`src/hw/rtl/wsm_pkg.sv`:
```
// wsm_pkg: shared types and constants for the wildcard star matcher
// used by wsm_cell and wildcard_star_match_top; no dependencies
package wsm_pkg;

   // pattern store depth and width of lengths and cell indexes
   localparam int PATTERN_MAX = 32;
   localparam int LEN_W       = $clog2(PATTERN_MAX + 1);

   // the wildcard byte
   localparam logic [7:0] STAR_CHAR = 8'h2a;

   // beat commands
   typedef enum logic [1:0] {
      CMD_CLEAR  = 2'd0,
      CMD_APPEND = 2'd1,
      CMD_STRING = 2'd2,
      CMD_END    = 2'd3
   } cmd_type;

   // broadcast from the top level to every cell
   typedef struct packed {
      logic             fire;
      cmd_type          cmd;
      logic [7:0]       chr;
      logic             wr_en;
      logic [LEN_W-1:0] len;
      logic [LEN_W-1:0] len_next;
   } ctrl_type;

   // handed from each cell to its right neighbor
   typedef struct packed {
      logic match;
      logic raw;
      logic star_vld;
      logic first;
      logic star_vld_next;
   } link_type;

endpackage

```
`src/hw/rtl/wsm_cell.sv`:
```
// wsm_cell: one pattern position, holding its byte and its live bit
// depends on wsm_pkg; instantiated as a row by wildcard_star_match_top
module wsm_cell (
   input  logic                      clock,
   input  logic                      reset,
   input  logic [wsm_pkg::LEN_W-1:0] index,
   input  wsm_pkg::ctrl_type         ctrl,
   input  wsm_pkg::link_type         left,
   output wsm_pkg::link_type         right,
   output logic                      end_hit
);
   import wsm_pkg::*;

   logic [7:0] char_ff, char_in;
   logic       live_ff, live_in;
   logic       valid, star_vld, first, wr;
   logic       valid_next, star_vld_next, match, raw, restart;

   // position status
   assign first    = (index == '0);
   assign valid    = (index < ctrl.len);
   assign star_vld = valid & (char_ff == STAR_CHAR);

   // pattern byte write at the current end of the pattern
   assign wr         = ctrl.wr_en & (index == ctrl.len);
   assign char_in    = wr ? ctrl.chr : char_ff;
   assign valid_next = (index < ctrl.len_next);
   assign star_vld_next = valid_next & (char_in == STAR_CHAR);

   // string byte step: literal match moves right, star holds
   assign match = live_ff & valid & (char_ff != STAR_CHAR) & (char_ff == ctrl.chr);
   assign raw   = (live_ff & star_vld) | left.match;

   // restart: position zero, plus its successor when it is a star
   assign restart = first | (left.first & left.star_vld_next);

   // next live bit
   always_comb begin
      live_in = live_ff;
      if (ctrl.fire) begin
         case (ctrl.cmd)
            CMD_STRING: live_in = raw | (left.raw & left.star_vld);
            default:    live_in = restart;
         endcase
      end
   end

   // live bit register
   always_ff @(posedge clock) begin
      if (reset) begin
         live_ff <= first;
      end else begin
         live_ff <= live_in;
      end
   end

   // pattern byte register
   always_ff @(posedge clock) begin
      char_ff <= char_in;
   end

   // neighbor link and end-of-pattern tap
   assign right.match         = match;
   assign right.raw           = raw;
   assign right.star_vld      = star_vld;
   assign right.first         = first;
   assign right.star_vld_next = star_vld_next;
   assign end_hit             = live_ff & (index == ctrl.len);

endmodule

```
`src/hw/rtl/wildcard_star_match_top.sv`:
```
// wildcard_star_match_top: glob matcher with '*' wildcard, row of wsm_cell
// depends on wsm_pkg and wsm_cell
//
// Usage: each req beat carries a command in req_tuser and a byte in
// req_tdata. Clear empties the pattern, append adds one pattern byte,
// string feeds one string byte, end closes the string and yields one rsp
// beat with matched and overflow. Only end beats produce rsp beats.
// Runs of stars are folded into one cell, since they match the same set.
// Every beat is handled in the cell row: one live bit per pattern
// position, each updated from its left neighbor, so a new beat is taken
// every cycle while req_tready is high. The rsp beat appears in the cycle after its end beat.
// The rsp side is a single output register: req_tready drops only while
// that register holds an untaken beat and rsp_tready is low.
// Reset empties the pattern, clears the overflow flag and the output;
// no clearing pass is needed.
// Appends past the store depth are dropped and flag overflow until clear.
module wildcard_star_match_top (
   input  logic       clock,
   input  logic       reset,
   input  logic       req_tvalid,
   output logic       req_tready,
   input  logic [7:0] req_tdata,   // [7:0] character
   input  logic [1:0] req_tuser,   // [1:0] command
   output logic       rsp_tvalid,
   input  logic       rsp_tready,
   output logic [7:0] rsp_tdata    // [0] matched, [1] overflow, [7:2] zero
);
   import wsm_pkg::*;

   logic [LEN_W-1:0]   len_ff, len_in, raw_len_ff, raw_len_in;
   logic               ovf_ff, ovf_in, last_star_ff, last_star_in;
   logic               rsp_valid_ff, rsp_valid_in, matched_ff, matched_in;
   logic               rsp_ovf_ff, rsp_ovf_in;
   logic               fire, room, is_star, appending, hit, wr_en;
   cmd_type            cmd;
   ctrl_type           ctrl;
   link_type           links [0:PATTERN_MAX+1];
   logic [PATTERN_MAX:0] hits;

   // handshake
   assign req_tready = ~rsp_valid_ff | rsp_tready;
   assign fire       = req_tvalid & req_tready;
   assign cmd        = cmd_type'(req_tuser);

   // pattern append control
   assign room      = (raw_len_ff < LEN_W'(PATTERN_MAX));
   assign is_star   = (req_tdata == STAR_CHAR);
   assign appending = fire & (cmd == CMD_APPEND);

   // pattern length, overflow and star folding state
   always_comb begin
      len_in       = len_ff;
      raw_len_in   = raw_len_ff;
      ovf_in       = ovf_ff;
      last_star_in = last_star_ff;
      wr_en        = 1'b0;
      if (fire && cmd == CMD_CLEAR) begin
         len_in       = '0;
         raw_len_in   = '0;
         ovf_in       = 1'b0;
         last_star_in = 1'b0;
      end else if (appending) begin
         if (room) begin
            raw_len_in = raw_len_ff + LEN_W'(1);
            if (!(is_star && last_star_ff)) begin
               wr_en        = 1'b1;
               len_in       = len_ff + LEN_W'(1);
               last_star_in = is_star;
            end
         end else begin
            ovf_in = 1'b1;
         end
      end
   end

   // broadcast to the cells
   assign ctrl.fire     = fire;
   assign ctrl.cmd      = cmd;
   assign ctrl.chr      = req_tdata;
   assign ctrl.wr_en    = wr_en;
   assign ctrl.len      = len_ff;
   assign ctrl.len_next = len_in;

   // row of cells, one more than the store for the end position
   assign links[0] = '0;
   for (genvar g = 0; g <= PATTERN_MAX; g++) begin : g_cell
      wsm_cell u_cell (
         .clock   (clock),
         .reset   (reset),
         .index   (LEN_W'(g)),
         .ctrl    (ctrl),
         .left    (links[g]),
         .right   (links[g+1]),
         .end_hit (hits[g])
      );
   end

   // live bit at the end of the pattern
   assign hit = |hits;

   // output register
   always_comb begin
      rsp_valid_in = rsp_valid_ff;
      matched_in   = matched_ff;
      rsp_ovf_in   = rsp_ovf_ff;
      if (rsp_valid_ff && rsp_tready) begin
         rsp_valid_in = 1'b0;
      end
      if (fire && cmd == CMD_END) begin
         rsp_valid_in = 1'b1;
         matched_in   = hit & ~ovf_ff;
         rsp_ovf_in   = ovf_ff;
      end
   end

   // control registers
   always_ff @(posedge clock) begin
      if (reset) begin
         len_ff       <= '0;
         raw_len_ff   <= '0;
         ovf_ff       <= 1'b0;
         last_star_ff <= 1'b0;
         rsp_valid_ff <= 1'b0;
      end else begin
         len_ff       <= len_in;
         raw_len_ff   <= raw_len_in;
         ovf_ff       <= ovf_in;
         last_star_ff <= last_star_in;
         rsp_valid_ff <= rsp_valid_in;
      end
   end

   // result payload
   always_ff @(posedge clock) begin
      matched_ff <= matched_in;
      rsp_ovf_ff <= rsp_ovf_in;
   end

   assign rsp_tvalid = rsp_valid_ff;
   assign rsp_tdata  = {6'd0, rsp_ovf_ff, matched_ff};

endmodule

```
`config.mk`:
```
export PLATFORM = sky130hd
export DESIGN_NAME = wildcard_star_match_top
export DESIGN_NICKNAME = d
export VERILOG_FILES = /design/src/hw/rtl/wsm_pkg.sv /design/src/hw/rtl/wsm_cell.sv /design/src/hw/rtl/wildcard_star_match_top.sv
export SDC_FILE = /design/constraint.sdc
export NUM_CORES = 1
export LEC_CHECK = 0
export BUFFER_PORTS_ARGS = -buffer_cell sky130_fd_sc_hd__buf_2
export CAP_MARGIN = 5
export CORE_MARGIN = 4
export CORE_UTILIZATION = 55
export DETAILED_ROUTE_END_ITERATION = 8
export PLACE_DENSITY = 0.82
export SLEW_MARGIN = 25
export SYNTH_ARGS = -nofsm -noshare
export SYNTH_HDL_FRONTEND = slang
export SYNTH_HIERARCHICAL = 1
export SYNTH_SLANG_ARGS = --single-unit
```
`constraint.sdc`:
```
create_clock -name clock -period 4.9 [get_ports clock]
set_input_delay 0.245 -clock clock [delete_from_list [all_inputs] [get_ports clock]]
set_output_delay 0.245 -clock clock [all_outputs]
set_load 0.02 [all_outputs]
```
==> results of run 1 <==
## final timing paths
path,end,startpoint,slack [ns],cells past startpoint
setup / recovery,matched_ff$_DFFE_PP_,len_ff[5]$_SDFF_PP0_,1.52,9
hold / removal,g_cell[27].u_cell/char_ff[3]$_DFF_P_,req_tdata[3],0.03,2
setup reg to reg,matched_ff$_DFFE_PP_,len_ff[5]$_SDFF_PP0_,1.52,9
hold reg to reg,raw_len_ff[1]$_SDFFE_PP0P_,raw_len_ff[1]$_SDFFE_PP0P_,0.48,2
## power groups by stage
stage               combinational (µW)  sequential, µW  clock, µW
floorplan                          901            2900          0
global placement                  1180            2920          0
detailed placement                1220            2930          0
CTS                               1230            2880       2930
global route                      1420            2890       3020
finish                            1270            2880       2890
## metal layers
metal | GRT usage | wire [µm] | part of all wire
met5 | 0 | 0 | 0
met4 | 0.103 | 3000 | 0.042
met3 | 0.0376 | 4730 | 0.067
met2 | 0.428 | 32800 | 0.46
met1 | 0.313 | 30200 | 0.43
## layout make-up
type,instances,area (µm²)
sequential,314,6640
fill,4360,19300
tap,680,851
clock inverter,14,159
timing repair buffer,46,338
inverter,359,1350
multi-input combinational,2873,21500
clock buffer,55,1100
## registers in the layout (all words and copies together) (netlist names)
signal and flops:
rsp_ovf_ff 1, len_ff 6, rsp_tvalid 1, matched_ff 1, g_cell.u_cell/char_ff 264, raw_len_ff 6, last_star_ff 1, ovf_ff 1
g_cell.u_cell/live_ff 33
## worst register-to-register path, cell delays in order (launching register included)
cell and delay [ns]:
dfxtp_2 0.72, buf_4 0.34, inv_1 0.07, ha_1 0.29, nand4_1 0.21, nor2_1 0.13, nor4_1 0.62, nand4_1 0.31
nor4_1 0.30, a21oi_1 0.10
## metrics by stage
step | total power, µW | area (µm²) | util | hold slack, ns | std cells
after floorplan | 3800 | 30700 | - | 0.314 | 3719
after global placement | 4100 | 30700 | 0.599 | 0.461 | 4272
after detailed placement | 4150 | 30700 | 0.599 | 0.468 | 4272
after CTS | 7040 | 32000 | 0.623 | 0.0113 | 4341
after global routing | 7330 | 32000 | 0.623 | 0.0317 | 4341
final | 7030 | 32000 | 0.623 | 0.0344 | 4341
==> metrics.txt, run 1 <==
Syn Inst Count between 3000 and 4000; CP max stage delay ~0.7 ns; GRT Total Usage 0.249; proportion of power drawn by combinational gates 0.180; CP Class reg2reg; diodes inserted 0; Die Width around 240 µm; VDD IR max 0.000192 V; Net Sw Frac 0.284; # H-tree levels 2; post-layout min period ~3.4 ns; largest net degree at the start of global routing 98; CP max-delay cell dfxtp_2; Root Driver clkbuf_16; First-pass DRT Iterations 5; Via Count around 24000; layout cell share with drive strength beyond 1 0.170; crit-path cells buf_4, inv_1, ha_1, nand4_1, nor2_1, nor4_1, nand4_1, nor4_1, a21oi_1; Worst Skew 0.0295 ns; P_sw 2000 µW; Syn Area/Cell 9.12 µm²; DR DRC count 0; most common cell after layout, fill and taps aside conb_1; max_cap viols 0; Post-CTS Hold Fix Bufs 0; final antenna-violating net count 0; critical path fanouts, max 22; CTS tree built; cell area after synthesis approximately 28000 µm²; clock sink count 314; Final nets 4006; Ports 24; Yosys Warn Count 6; Die Footprint 55500 µm²; worst path required time around 5.2 ns; post-CTS setup buffer count 0; setup violators final 0; Setup crit start kind register; clock share of power 0.410; period utilization 0.689; routed vias/inst 5.45; Power Internal 5040 µW; relative slew slack 0.364; initial antenna violation count 1; Leak Pwr between 0.01 and 0.015 µW; CTS max path bufs 3; GRT overflow 0; Worst-path clk slew ~0.06 ns; CTS resizes 0; Buf/Inv on CP 2; die height 236 µm; Worst-Skew Late Latency 0.56 ns; CTS buffer count 38; Hold WC Path Type in2reg; first-pass GRT wire length about 120000 µm; vias in the first global route between 20000 and 25000; Detailed Route Iter0 Violations 1482; Crit. End Element register; Final Hold Fails 0; RSZ-0062 raised after global routing no; Worst Path Arrival 3.65 ns; drt wl/cell around 16 µm; gpl congestion approximately 0.89; pre-CTS setup slack 1.24 ns; Synth-to-Final Area Change 12.3%; Std-Cell Rows between 80 and 90; Crit path max-delay family simple AND/OR/NAND/NOR gates; setup_tns 0 ns; area of the core approximately 51000 µm²; max-slew violations 0; most frequent cells in the layout conb_1, ha_1, inv_1; PwrDens 220 nW/µm²; worst slew pin tran 0.954 ns; I/O Buffers 17; outcome finished clean; drt total wl 70700 µm; Initial Utilization 0.555; Reg power frac 0.409; maximum clock rate 296 MHz; Detail Placement HPWL approximately 48000 µm; final worst slack 1.52 ns
Power figures use the tool's default switching activity.
==> inputs of run 2 (changes only) <==
- PLACE_DENSITY: 0.82 -> 0.79
- clock period: 4.9 -> 3.5 ns (I/O delays scaled with it)
==> metrics.txt, run 2 (same netlist as run 1, synthesis figures left out) <==
critical path fanouts, max 26 (+18%); routed vias/inst 5.35 (-1.9%); Worst Skew 0.0322 ns (+0.00269 ns); drt total wl 68800 µm (-2.6%); Setup crit start kind register; Buf/Inv on CP 2 (unchanged); largest registers g_cell.u_cell/char_ff (264), g_cell.u_cell/live_ff (33); most flop-heavy register g_cell.u_cell/char_ff; final antenna-violating net count 0 (unchanged); CTS max path bufs 3 (unchanged); setup_tns 0 ns (unchanged); post-CTS setup buffer count 0 (unchanged); worst path required time 3.77 ns (-1.40 ns); GRT Total Usage 0.245 (-0.00449); Detailed Route Iter0 Violations 1253 (-15%); Via Count 23200 (-1.8%); Crit path max-delay family simple AND/OR/NAND/NOR gates; worst slew pin tran 0.928 ns (-0.0255 ns); max-slew violations 0 (unchanged); Die Footprint 55500 µm² (unchanged); Placed Area 30800 µm² (+0.39%); Worst-path clk slew 0.06 ns (about the same); max FFs per register 264 (unchanged); Detail Placement HPWL 43800 µm (-8.0%); Worst path most repeated cell nor4_1; Synth-to-Final Area Change 12.5%; Hold Crit Depth 5 (+3); DR DRC count 0 (unchanged); gpl congestion 0.860 (-3.4%); Final Hold Fails 0 (unchanged); # H-tree levels 2 (unchanged); RSZ-0062 raised after global routing no; CTS buffer count 37 (-2.6%); PwrDens 300 nW/µm² (+36%); first-pass GRT wire length 113000 µm (-1.8%); CP Class reg2reg; vias in the first global route 22600 (-2.4%); WP depth 9 (unchanged); setup violators final 0 (unchanged); design area 32000 µm² (+0.22%); maximum clock rate 319 MHz (+7.7%); max_cap viols 0 (unchanged); die height 236 µm (unchanged); crit-path cells buf_4, inv_1, ha_1, nand4_1, nor2_1, nor4_1, nand2_1, nor4_1, a21oi_1; Hold WC Path Type in2reg; CP max stage delay 0.64 ns (-0.08 ns); layout cell share with drive strength beyond 1 0.169 (-0.000185); Root Driver clkbuf_16; Std-Cell Rows 83 (unchanged); Die Width 236 µm (unchanged); initial antenna violation count 2 (+1); Leak Pwr 0.0130 µW (+0.30%); Crit. End Element register; Worst Path Arrival 3.40 ns (-0.25 ns); pre-CTS setup slack 0.145 ns (-1.09 ns); relative slew slack 0.381 (+0.0170); Final nets 4013 (+0.17%); CP max-delay cell dfxtp_4; I/O Buffers 17 (unchanged); GRT overflow 0 (unchanged); outcome finished clean; period utilization 0.895 (+0.206); Worst-Skew Late Latency 0.57 ns (about the same); CTS tree built; Ports 24 (unchanged); Initial Utilization 0.555 (unchanged); post-layout min period 3.13 ns (-0.243 ns); VDD IR max 0.000246 V (+28%); area of the core 51300 µm² (unchanged); drt wl/cell 15.8 µm (-2.7%); most common cell after layout, fill and taps aside conb_1; R2R depth 9 (unchanged); clock sink count 314 (unchanged); most frequent cells in the layout conb_1, ha_1, inv_1; First-pass DRT Iterations 5 (unchanged); final worst slack 0.367 ns (-1.16 ns); largest net degree at the start of global routing 98 (unchanged)
## run 2: cell types whose count changed in the layout (fill, tap and decap cells not counted), sizes merged
| cell | delta |
|---|---|
| buf | +5 |
| bufinv | -2 |
| diode | +1 |
| clkinvlp | -2 |
| clkinv | -2 |
| inv | -1 |
| dlygate4sd3 | +3 |
| clkbuf | +3 |
## run 2: timing repair
item | CTS | global route
hold buffers | 3 | 0
resized for setup | 0 | 1
hold endpoints to repair | 2 | 0
setup endpoints to repair | 0 | 1
## run 2: where the power goes
part / switching, µW / internal, µW / total (µW)
Clock: 1580 / 2240 / 3820
Sequential: 172 / 3850 / 4020
Combinational: 965 / 805 / 1770
## run 2: layer usage
layer | routed length, µm | share of wire | global-route usage
met5 | 0 | 0 | 0
met2 | 32500 | 0.47 | 0.428
met3 | 3560 | 0.052 | 0.0343
met4 | 2010 | 0.029 | 0.0778
met1 | 30700 | 0.45 | 0.313
## run 2: layout make-up
cell class,count,area [µm²]
Fill cell,4232,19300
Multi-Input combinational cell,2873,21500
Sequential cell,314,6650
Inverter,359,1350
Timing Repair Buffer,54,493
Antenna cell,1,2.50
Clock inverter,7,67.6
Clock buffer,58,1110
Tap cell,680,851
## run 2: worst min-delay path, delay by kind of cell
| family | cells | cell delay [ns] |
|---|---|---|
| simple gates | 2 | 0.14 |
| compound gates | 1 | 0.06 |
| buf+inv | 2 | 0.24 |
## run 2: path summary, 6_finish.rpt
| path | startpoint | end | slack, ns |
|---|---|---|---|
| worst max-delay path | len_ff[5]$_SDFF_PP0_ | matched_ff$_DFFE_PP_ | 0.37 |
| worst min-delay path | req_tdata[2] | last_star_ff$_SDFFE_PP0P_ | 0.09 |
| worst min register to register | last_star_ff$_SDFFE_PP0P_ | last_star_ff$_SDFFE_PP0P_ | 0.47 |
| worst max register to register | len_ff[5]$_SDFF_PP0_ | matched_ff$_DFFE_PP_ | 0.37 |
## run 2: per-stage QoR
stage / hold WS, ns / std cells / power, µW / util
after detailed placement: 0.451 / 4277 / 5800 / 0.601
final: 0.0947 / 4346 / 9610 / 0.625
after CTS: 0.0686 / 4345 / 9650 / 0.624
after floorplan: 0.244 / 3719 / 5320 / -
after global routing: 0.110 / 4346 / 10100 / 0.625
after global placement: 0.447 / 4277 / 5750 / 0.601
